--- src/rtl/sawbc_vict.sv ---
// Replacement way generator: 16-bit Galois LFSR and a constant-modulus residue unit.
// No package dependencies.
module sawbc_vict #(
    parameter int WAYS = 4,
    localparam int WAY_W = (WAYS > 1) ? $clog2(WAYS) : 1
) (
    input  logic             clk,
    input  logic             rst_n,
    input  logic             step,
    output logic [WAY_W-1:0] way
);

    function automatic logic [15:0] lfsr_adv(input logic [15:0] v);
        logic [15:0] r;
        r = {1'b0, v[15:1]};
        if (v[0])
        begin
            r = r ^ 16'hB400;
        end
        return r;
    endfunction

    // v mod WAYS: sum the residues of the set bits, then reduce by shifted compare and subtract
    function automatic logic [WAY_W-1:0] mod_ways(input logic [15:0] v);
        logic [7:0] acc;
        acc = '0;
        for (int i = 0; i < 16; i++)
        begin
            if (v[i])
            begin
                acc = acc + 8'((32'd1 << i) % WAYS);
            end
        end
        for (int k = 3; k >= 0; k--)
        begin
            if (acc >= 8'(WAYS << k))
            begin
                acc = acc - 8'(WAYS << k);
            end
        end
        return WAY_W'(acc);
    endfunction

    logic [15:0]      lfsr_reg;
    logic [WAY_W-1:0] way_reg;

    // way_reg holds (next LFSR value) mod WAYS; a step reaches it via lfsr_reg, then way_reg
    always_ff @(posedge clk or negedge rst_n)
    begin
        if (!rst_n)
        begin
            lfsr_reg <= 16'hFFFF;
            way_reg  <= mod_ways(lfsr_adv(16'hFFFF));
        end
        else
        begin
            if (step)
            begin
                lfsr_reg <= lfsr_adv(lfsr_reg);
            end
            way_reg <= mod_ways(lfsr_adv(lfsr_reg));
        end
    end

    assign way = way_reg;

endmodule

--- config.mk ---
export PLATFORM = sky130hd
export DESIGN_NAME = sawbc_vict
export DESIGN_NICKNAME = d
export VERILOG_FILES = /design/src/rtl/sawbc_vict.sv
export SDC_FILE = /design/constraint.sdc
export NUM_CORES = 1
export LEC_CHECK = 0
export ABC_AREA = 1
export BUFFER_PORTS_ARGS = -buffer_cell sky130_fd_sc_hd__buf_2
export CAP_MARGIN = 20
export CORE_MARGIN = 2
export CORE_UTILIZATION = 40
export DETAILED_ROUTE_END_ITERATION = 12
export SLEW_MARGIN = 30
export SYNTH_ARGS = -nofsm -noshare
export SYNTH_HDL_FRONTEND = slang
export SYNTH_SLANG_ARGS = --single-unit
--- constraint.sdc ---
create_clock -name clk -period 1.1 [get_ports clk]
set_input_delay 0.11 -clock clk [delete_from_list [all_inputs] [get_ports clk]]
set_output_delay 0.11 -clock clk [all_outputs]
set_load 0.005 [all_outputs]
### Word-level counts from Yosys, hierarchy flattened

Cells that the tools add are included.

| word-level totals | value |
|---|---|
| flip-flop bits (word level) | 18 |
| bits of input ports | 3 |
| output and inout bits | 2 |
| word-level logic and storage cells | 19 |

| cells by class | value |
|---|---|
| $add $sub $neg | 5 |
| $lt $le $gt $ge | 4 |
| muxes and demuxes | 7 |
| bitwise gates (word level) | 1 |

Operators by type and width:

| cell | number |
|---|---|
| 8-bit 2-to-1 mux | 4 |
| 16-bit 2-to-1 mux | 1 |
| 8-bit by 2-bit adder with 8-bit output (second input constant) | 1 |
| 8-bit by 3-bit greater-or-equal comparator with 1-bit output (second input constant) | 1 |
| 8-bit by 4-bit greater-or-equal comparator with 1-bit output (second input constant) | 1 |
| 8-bit by 5-bit greater-or-equal comparator with 1-bit output (second input constant) | 1 |
| 8-bit by 6-bit greater-or-equal comparator with 1-bit output (second input constant) | 1 |
| 8-bit by 4-bit subtractor with 8-bit output (second input constant) | 1 |
| 8-bit by 5-bit subtractor with 8-bit output (second input constant) | 1 |
| 8-bit by 6-bit subtractor with 8-bit output (second input constant) | 1 |
| 3-bit inverter with 4-bit output | 1 |
| 2-bit 2-to-1 mux | 1 |
| 2-bit by 1-bit subtractor with 2-bit output (second input constant) | 1 |
| 1-bit 2-to-1 mux | 1 |

### Logic depth before layout (Yosys ltp)

Gate-level depths: netlist of run 1.

| depth | value |
|---|---|
| word-level depth | 13 |
| depth in mapped cells | 5 |
| gate-level depth less buffers | 4 |

### Worst setup path before layout of run 1

Ideal clock, no wire load.

| timing path | value |
|---|---|
| path kind | register to register |
| start point | reg lfsr_reg[0] |
| end point | reg lfsr_reg[15] |
| library setup time | 79 ps |
| arrival time | 734 ps |
| data required time | 1021 ps |
| slack | 287 ps |
| stages on the path, launching flop included | 3 |
| buffers on the path | 0 |
| clock period less this slack | 813 ps |
| path through | dfstp_2 > inv_1 > o21ai_0 |

| on the way | value |
|---|---|
| longest elaborated chain between the ends | 1 |

RTL lines:

| what | line | text |
|---|---|---|
| start: declaration | 44 | `logic [15:0] lfsr_reg;` |
| start signal: assignment | 59 | `lfsr_reg <= lfsr_adv(lfsr_reg);` |
| 16-bit 2-to-1 mux | -- |  |

Every way passes these cells.
A chain may end at the register's enable or synchronous reset.

### Worst setup path after layout of run 1

| timing path | value |
|---|---|
| start point | reg way_reg[0], in the netlist way[0] |
| end point | out way[0] |

RTL lines:

| what | line | text |
|---|---|---|
| start: declaration | 45 | `logic [WAY_W-1:0] way_reg;` |
| start signal: assignment | 53 | `way_reg <= mod_ways(lfsr_adv(16'hFFFF));` |
| start signal: assignment | 61 | `way_reg <= mod_ways(lfsr_adv(lfsr_reg));` |
| end: declaration | 10 | `output logic [WAY_W-1:0] way` |

No word-level cell between the ends.

==> results of run 1 <==
layout make-up:
| cell class | instances | area, sq um |
|---|---|---|
| repair buffers | 4 | 20.02 |
| well taps | 25 | 31.28 |
| multi-input cells | 50 | 203.9 |
| fillers | 176 | 938.4 |
| flip-flops and latches | 18 | 473.0 |
| inverters | 5 | 23.77 |
| clock buffers | 4 | 36.28 |
stage by stage:
step / worst slack (ps) / std cells
2_1_floorplan: 287.4 / 76
3_3_place_gp: 231.8 / 102
3_5_place_dp: 207.5 / 102
4_1_cts: 70.32 / 106
5_1_grt: 34.22 / 106
6_report: 83.57 / 106
routing by layer:
layer | vias to the layer above | track usage (%) | part of all wire, %
li1 | 239 | - | -
met1 | 212 | 15.37 | 49
met2 | 6 | 17.81 | 46
met3 | 2 | 3.462 | 3.3
met4 | 0 | 6.667 | 1.2
met5 | - | 0 | 0
final timing paths:
check                          endpoint  slack, ps  cells after the start
max reg2reg                lfsr_reg[13]        210                      4
min in group clk            lfsr_reg[6]        180                      3
min reg2reg                      way[1]        380                      0
min                        lfsr_reg[14]         10                      1
max                              way[0]         80                      1
max in group asynchronous   lfsr_reg[8]       1050                      1
logic make-up (layout without fill, tap and decap cells):
kind of cell / after synthesis / after routing / synth area share (%)
simple gates: 46 / 46 / 25.04
flops: 18 / 18 / 64.39
buf+inv: 8 / 13 / 7.836
compound gates: 4 / 4 / 2.726
power groups by stage:
stage	clock, W	combinational [W]	sequential [W]
after global placement	0	0.000268	0.00111
after detailed placement	0	0.000276	0.00111
final	0.000393	0.000267	0.00110
after floorplan	0	0.000216	0.00109
after CTS	0.000416	0.000276	0.00110
after global routing	0.000439	0.000330	0.00113
layout by cell type (no fill, tap or decap):
master                      n
sky130_fd_sc_hd__nand3_1    3
sky130_fd_sc_hd__dfstp_2   18
sky130_fd_sc_hd__clkbuf_8   1
sky130_fd_sc_hd__clkbuf_4   3
sky130_fd_sc_hd__nand2_2    3
sky130_fd_sc_hd__inv_6      1
sky130_fd_sc_hd__buf_2      4
sky130_fd_sc_hd__o21ai_0    4
sky130_fd_sc_hd__inv_1      4
sky130_fd_sc_hd__nand2_1   40
==> flow_summary.ini, run 1 <==
[logic_synthesis]
ys_top_cells_by_area = sky130_fd_sc_hd__dfstp_2 (64%), sky130_fd_sc_hd__nand2_1 (20%), sky130_fd_sc_hd__buf_6 (4.6%), sky130_fd_sc_hd__o21ai_0 (2.7%), sky130_fd_sc_hd__nand2_2 (2.6%)
post_synth_edffs = 0
mappedNetlistArea_sq_um = 734.5
synth_top_area_cell = sky130_fd_sc_hd__dfstp_2
synth_warnings = 0
number_of_distinct_library_cells_after_synthesis = 8
synth_seq_area_share_pct = 64.40
synth.ff_latch_count = 18
synthesized_instance_count = 76
async_reset_ff_share_pct = 100.0
synth_flop_cell = sky130_fd_sc_hd__dfstp_2
synth_top_cells_by_count = sky130_fd_sc_hd__nand2_1 (40), sky130_fd_sc_hd__dfstp_2 (18), sky130_fd_sc_hd__inv_1 (4), sky130_fd_sc_hd__o21ai_0 (4)
synthMostInstantiatedCell = sky130_fd_sc_hd__nand2_1
syn_avg_cell_area_sq_um = 9.664
mappedNetlistNets = 79
synth_top_cell_area_share_pct = 64.40

[worst_setup_path]
timing_worst_setup_path_type = flop to output pin
cp_required_ps = 990
worstPathArrival_ps = 910
timing.critical_path.from = way[0]
crit_chain = buf_2
setup.worst_path.end_class = output pin
path_max_fanout = 1
critical-path-max-stage-delay_ps = 530
start_kind = flop
r2r_start = lfsr_reg[0]
critPathTopFamily = flip-flops
critPathSlowestCell = sky130_fd_sc_hd__dfstp_2
cp.buffers_inverters = 1

[sta]
final.setup.tns_ps = 0
period_needed_ps = 1016
max_clock_freq_mhz = 983.8
rsz0062_at_grt = false
finalCritPeriodShare_pct = 92.40
finalHoldViolCount = 0
timing.hold.ws_ps = 14.45
worst_pin_slew_ps = 383.8
slew-limit-headroom_pct = 74.41
clock-skew-final_ps = 4.051
drv_slew = 0
setup_viol = 0

[clock_network]
tritoncts = done
cts_hold_buf = 0
clk-insertion-delay-late_ps = 280
clock-root-buffer = sky130_fd_sc_hd__clkbuf_4
clock_path_buffers = 2
post_cts_resized = 0
post_cts_buffers = 0
clock_pin_slew_reported_for_the_worst_setup_and_hold_paths_after_clock_tree_synthesis_ps = 100
cts-buffers-inserted = 3
h-tree-depth = 1
clkSinkCount = 18

[finish]
area_growth_syn_to_layout_pct = 7.325
fin_nets = 85
insertedDiodeCount = 0
largest_register_ffs = 16
drive_gt1_share_pct = 37.04
finish.utilization_pct = 45.65
finish.instance_area_sq_um = 788.3

[power]
seq_power_share_pct = 62.4
p_sw_share_pct = 25.95
total_power_w = 0.001757
power.static_leakage_nw = 0.3673
clock_power_share_pct = 22.4
combinationalPowerShare_pct = 15.2
power_report.internal_total_w = 0.001301
netSwitchingPower_w = 0.0004560
power_per_cell_area_nw_per_um2 = 2230
irDropWorstVdd_uv = 940.0

[placement]
hpwlAfterDp_um = 693.7
routabilityCongestion = 0.6924
io_buffer_count = 4
area_of_placed_instances_sq_um = 752.0

[die]
core_sq_um = 1727
chipHeight_um = 46.85
floorplan.die.width_um = 46.85
top_level_ports = 5
row_count = 15
fp.dieArea_sq_um = 2195
initial_core_util_pct = 42.54

[global_routing]
maximum_number_of_pins_on_one_net_before_global_route_repair = 20
grt_util_all_layers_pct = 11.87
global_route_wire_length_before_repair_mm = 1.787
grt_overflow_total = 0
grt_antenna_before_repair = 0
grt_pass1_vias = 414

[hold_path]
hp-class = primary input to async pin

[route]
post-route-drc-count = 0
drt_pass1_iterations = 4
vias_post_dr = 459
detail-route-antenna-nets = 0
drt_iter0_drc = 9
via_per_inst = 4.330
routedWlPerCell_um = 9.689
drt_wl_total_mm = 1.027

[run_status]
run_status = complete, no violations

[flow_run]
drv_cap = 0
(Power assumes the default switching activity.)
==> run 2, diff against run 1 <==
--- a/config.mk
+++ b/config.mk
@@ -12,2 +12,3 @@
 export CORE_UTILIZATION = 40
+export CTS_CLUSTER_SIZE = 30
 export DETAILED_ROUTE_END_ITERATION = 12
--- a/constraint.sdc
+++ b/constraint.sdc
@@ -3,2 +3,2 @@
 set_output_delay 0.11 -clock clk [all_outputs]
-set_load 0.005 [all_outputs]
+set_load 0.1 [all_outputs]
==> run 2 against run 1 <==
Compared with the run above:
- the run now ends with hold timing, setup timing left
- maximum frequency fell by 10%
- routed wire length rose by 1.4%
- sequential share of layout area fell by 2.2 points
- sequential power barely moved
- clock power rose by 3%
- first-iteration DRC count fell by 22%
- final area rose by 3.8%
- die area did not move
==> flow_summary.ini, run 2 (synthesized netlist as in run 1, its figures left out) <==
[run_status]
run_status = finished, violations left
failed_checks = hold timing, setup timing

[worst_setup_path]
worstPathArrival_ps = 1020
cp_required_ps = 990
timing.critical_path.from = way[0]
cp.buffers_inverters = 1
crit_chain = buf_12
path_max_fanout = 1
timing_worst_setup_path_type = flop to output pin
critical-path-max-stage-delay_ps = 560
start_kind = flop
critPathTopFamily = flip-flops
r2r_start = lfsr_reg[0]
critPathSlowestCell = sky130_fd_sc_hd__dfstp_2
setup.worst_path.end_class = output pin

[finish]
insertedDiodeCount = 0
final_common_cell = sky130_fd_sc_hd__nand2_1
largest_register_ffs = 16
fill_cell_instance_count_of_the_final_layout = 182
mostFrequentLayoutCells = sky130_fd_sc_hd__nand2_1 (40), sky130_fd_sc_hd__dfstp_2 (18), sky130_fd_sc_hd__inv_1 (4), sky130_fd_sc_hd__o21ai_0 (4)
finish.utilization_pct = 47.39
finish.instance_area_sq_um = 818.3
fin_nets = 85
drive_gt1_share_pct = 37.04
area_growth_syn_to_layout_pct = 11.41

[die]
core_sq_um = 1727
row_count = 15
top_level_ports = 5
floorplan.die.width_um = 46.85
chipHeight_um = 46.85
fp.dieArea_sq_um = 2195
initial_core_util_pct = 42.54

[placement]
place_ws_ps = 197.6
area_of_placed_instances_sq_um = 782.0
io_buffer_count = 4
hpwlAfterDp_um = 697.4
routabilityCongestion = 0.6915

[power]
power.static_leakage_nw = 0.3735
power_per_cell_area_nw_per_um2 = 2394
seq_power_share_pct = 56.9
clock_power_share_pct = 20.6
combinationalPowerShare_pct = 22.5
netSwitchingPower_w = 0.0006024
irDropWorstVdd_uv = 1156
total_power_w = 0.001959
power_report.internal_total_w = 0.001357
p_sw_share_pct = 30.75

[clock_network]
h-tree-depth = 1
clock_path_buffers = 2
clk-insertion-delay-late_ps = 290
tritoncts = done
cts-buffers-inserted = 3
clock-root-buffer = sky130_fd_sc_hd__clkbuf_4
cts_hold_buf = 0
clkSinkCount = 18
clock_pin_slew_reported_for_the_worst_setup_and_hold_paths_after_clock_tree_synthesis_ps = 110
post_cts_resized = 0

[route]
post-route-drc-count = 0
drt_wl_total_mm = 1.041
drt_pass1_iterations = 4
routedWlPerCell_um = 9.821
vias_post_dr = 460
via_per_inst = 4.340
drt_iter0_drc = 7
detail-route-antenna-nets = 0

[global_routing]
grt_util_all_layers_pct = 12.25
global_route_wire_length_before_repair_mm = 1.807
grt_overflow_total = 0
grt_antenna_before_repair = 0
grt_pass1_vias = 421
maximum_number_of_pins_on_one_net_before_global_route_repair = 20

[sta]
timing.hold.ws_ps = -4.967
worst_pin_slew_ps = 375.2
final.setup.tns_ps = -53.91
rsz0062_at_grt = true
finalCritPeriodShare_pct = 103.0
drv_slew = 0
setup_viol = 2
layout_setup_ws_ps = -33.02
slew-limit-headroom_pct = 74.99
clock-skew-final_ps = 9.569
finalHoldViolCount = 10
period_needed_ps = 1133
max_clock_freq_mhz = 882.6

[flow_run]
drv_cap = 0

[hold_path]
hp-class = primary input to async pin
## run 2: power groups by stage
stage	clock network, W	logic (W)	registers [W]
2_1_floorplan	0	0.000216	0.00122
3_3_place_gp	0	0.000442	0.00112
3_5_place_dp	0	0.000450	0.00112
4_1_cts	0.000411	0.000448	0.00112
5_1_grt	0.000438	0.000500	0.00114
6_report	0.000404	0.000440	0.00112
## run 2: area by class of cell
class	instances	area, sq um	area share (%)
clock buffer	4	36.28	4.434
timing repair buffer	4	50.05	6.116
sequential	18	473.0	57.80
tap	25	31.28	3.823
inverter	5	23.77	2.905
multi-input combinational	50	203.9	24.92
## run 2: worst paths after layout
kind	slack, ps	cells past startpoint	to
max	-30	1	way[0]
min	-5	1	lfsr_reg[14]
max reg2reg	180	2	lfsr_reg[0]
min reg2reg	380	0	way[1]
max in group asynchronous	1060	1	lfsr_reg[4]
min in group clk	170	3	lfsr_reg[8]
## run 2: layer usage
| metal | global-route usage (%) | vias up | routed length, um |
|---|---|---|---|
| met1 | 17.08 | 210 | 552 |
| met5 | 0 | - | 0 |
| met4 | 6.667 | 0 | 29 |
| met2 | 17.26 | 7 | 421 |
| li1 | - | 239 | - |
| met3 | 3.462 | 4 | 37 |
## run 2: what timing repair did
action / in CTS / in global routing
setup buffers: 0 / 0
pin swaps: 0 / 0
endpoints found under the setup margin: 2 / 2
## run 2: stage by stage
step | instances | hold slack, ps
global route | 106 | 62.59
finish | 106 | -4.967
global placement | 102 | 350.4
floorplan | 76 | -37.84
CTS | 106 | 28.04
detailed placement | 102 | 350.6
==> run 3, diff against run 2 <==
- BUFFER_PORTS_ARGS: -buffer_cell sky130_fd_sc_hd__buf_2 -> -buffer_cell sky130_fd_sc_hd__clkbuf_2
- CAP_MARGIN: 20 -> not set
==> run 3 against run 2 <==
Compared with the run above:
- the run ends with setup timing left
- non-clock buffer count did not move
- sequential cell count unchanged
- combinational power barely moved
- highest routed layer unchanged
- first-iteration DRC count rose by 110%
- register-to-register slack about the same
- sequential power hardly changed
==> flow_summary.ini, run 3 (synthesized netlist as in run 1, its figures left out) <==
[run_status]
run_status = finished, violations left
failed_checks = setup timing

[finish]
final_common_cell = sky130_fd_sc_hd__nand2_1
fin_nets = 85
drive_gt1_share_pct = 37.04
final_cells = 106
mostFrequentLayoutCells = sky130_fd_sc_hd__nand2_1 (40), sky130_fd_sc_hd__dfstp_2 (18), sky130_fd_sc_hd__inv_1 (4), sky130_fd_sc_hd__o21ai_0 (4)
insertedDiodeCount = 0
largest_register_ffs = 16
area_growth_syn_to_layout_pct = 11.41
fill_cell_instance_count_of_the_final_layout = 179

[clock_network]
clock_pin_slew_reported_for_the_worst_setup_and_hold_paths_after_clock_tree_synthesis_ps = 100
clkSinkCount = 18
tritoncts = done
clock-root-buffer = sky130_fd_sc_hd__clkbuf_4
cts-buffers-inserted = 3
h-tree-depth = 1
cts_hold_buf = 0
clock_path_buffers = 2
clk-insertion-delay-late_ps = 290

[die]
chipHeight_um = 46.85
fp.dieArea_sq_um = 2195
top_level_ports = 5
row_count = 15
core_sq_um = 1727
floorplan.die.width_um = 46.85
initial_core_util_pct = 42.54

[global_routing]
maximum_number_of_pins_on_one_net_before_global_route_repair = 20
grt_antenna_before_repair = 0
grt_pass1_vias = 464
grt_overflow_total = 0
global_route_wire_length_before_repair_mm = 2.042
grt_util_all_layers_pct = 13.84

[worst_setup_path]
setup.worst_path.end_class = output pin
critPathSlowestCell = sky130_fd_sc_hd__dfstp_2
worstPathArrival_ps = 1010
worst-r2r-setup-slack_ps = 190
r2r_start = lfsr_reg[0]
start_kind = flop
crit-reg2reg-capture = lfsr_reg[0]
critPathTopFamily = flip-flops
timing_worst_setup_path_type = flop to output pin
critical-path-max-stage-delay_ps = 560
reg2reg_depth = 2
cp_required_ps = 990
crit_chain = buf_12
path_max_fanout = 1
cp.buffers_inverters = 1

[placement]
place_ws_ps = 202.1
routabilityCongestion = 0.6697
place_inst = 102
io_buffer_count = 4
hpwlAfterDp_um = 698.7

[sta]
layout_setup_ws_ps = -24.58
setup_viol = 2
clock-skew-final_ps = 4.720
timing.hold.ws_ps = 24.90
finalCritPeriodShare_pct = 102.2
rsz0062_at_grt = true
worst_pin_slew_ps = 409.0
drv_slew = 0
finalHoldViolCount = 0
period_needed_ps = 1125
slew-limit-headroom_pct = 72.74
max_clock_freq_mhz = 889.2

[hold_path]
hp-class = primary input to async pin

[route]
detail-route-antenna-nets = 0
via_per_inst = 4.321
drt_pass1_iterations = 4
drt_wl_total_mm = 1.037
vias_post_dr = 458
post-route-drc-count = 0
drt_iter0_drc = 15
routedWlPerCell_um = 9.783

[power]
power_per_cell_area_nw_per_um2 = 2382
total_power_w = 0.001949
irDropWorstVdd_uv = 926.9
power.static_leakage_nw = 0.3739

[flow_run]
drv_cap = 0
-- run 3: cell types whose count changed in the layout (fill, tap and decap cells not counted), sizes merged --
cell / change
buf: -2
clkbuf: +2
-- run 3: power breakdown --
part           total (W)  switching [W]  internal [W]  leakage (nW)
registers        0.00112       0.000125      0.000993         0.187
logic           0.000439       0.000278      0.000162         0.166
clock network   0.000392       0.000190      0.000202        0.0210
-- run 3: cell type report --
cell class | count | area, sq um | share of cell area [%]
Multi-Input combinational cell | 50 | 203.9 | 24.92
Clock buffer | 4 | 36.28 | 4.434
Inverter | 5 | 23.77 | 2.905
Tap cell | 25 | 31.28 | 3.823
Sequential cell | 18 | 473.0 | 57.80
Timing Repair Buffer | 4 | 50.05 | 6.116
-- run 3: worst max path at each step --
stage	from	end	slack, ps	cells past startpoint
detailed placement	lfsr_reg[0]	lfsr_reg[0]	200	2
global placement	lfsr_reg[0]	lfsr_reg[0]	230	2
finish	way[0]	way[0]	-20	1
CTS	way[0]	way[0]	-40	1
floorplan	way[0]	way[0]	170	0
global route	way[1]	way[1]	-70	1
-- run 3: stage by stage --
stage               setup TNS, ps  util, %  instance area (sq um)
floorplan                       0        -                  734.5
global placement                0    45.29                  782.0
detailed placement              0    45.29                  782.0
CTS                        -85.69    47.39                  818.3
global route               -139.1    47.39                  818.3
finish                     -47.38    47.39                  818.3
-- run 3: what timing repair did --
action | CTS | global route
buffers inserted | 0 | 0
setup endpoints to repair | 2 | 2
resized for setup | 0 | 0
-- run 3: per-layer routing --
layer	GRT usage, %	wire length [um]	part of all wire (%)	up-vias
li1	-	-	-	237
met1	18.77	518	50	210
met2	19.18	466	45	9
met3	5.769	45	4.3	2
met4	6.667	6	0.58	0
met5	0	0	0	-
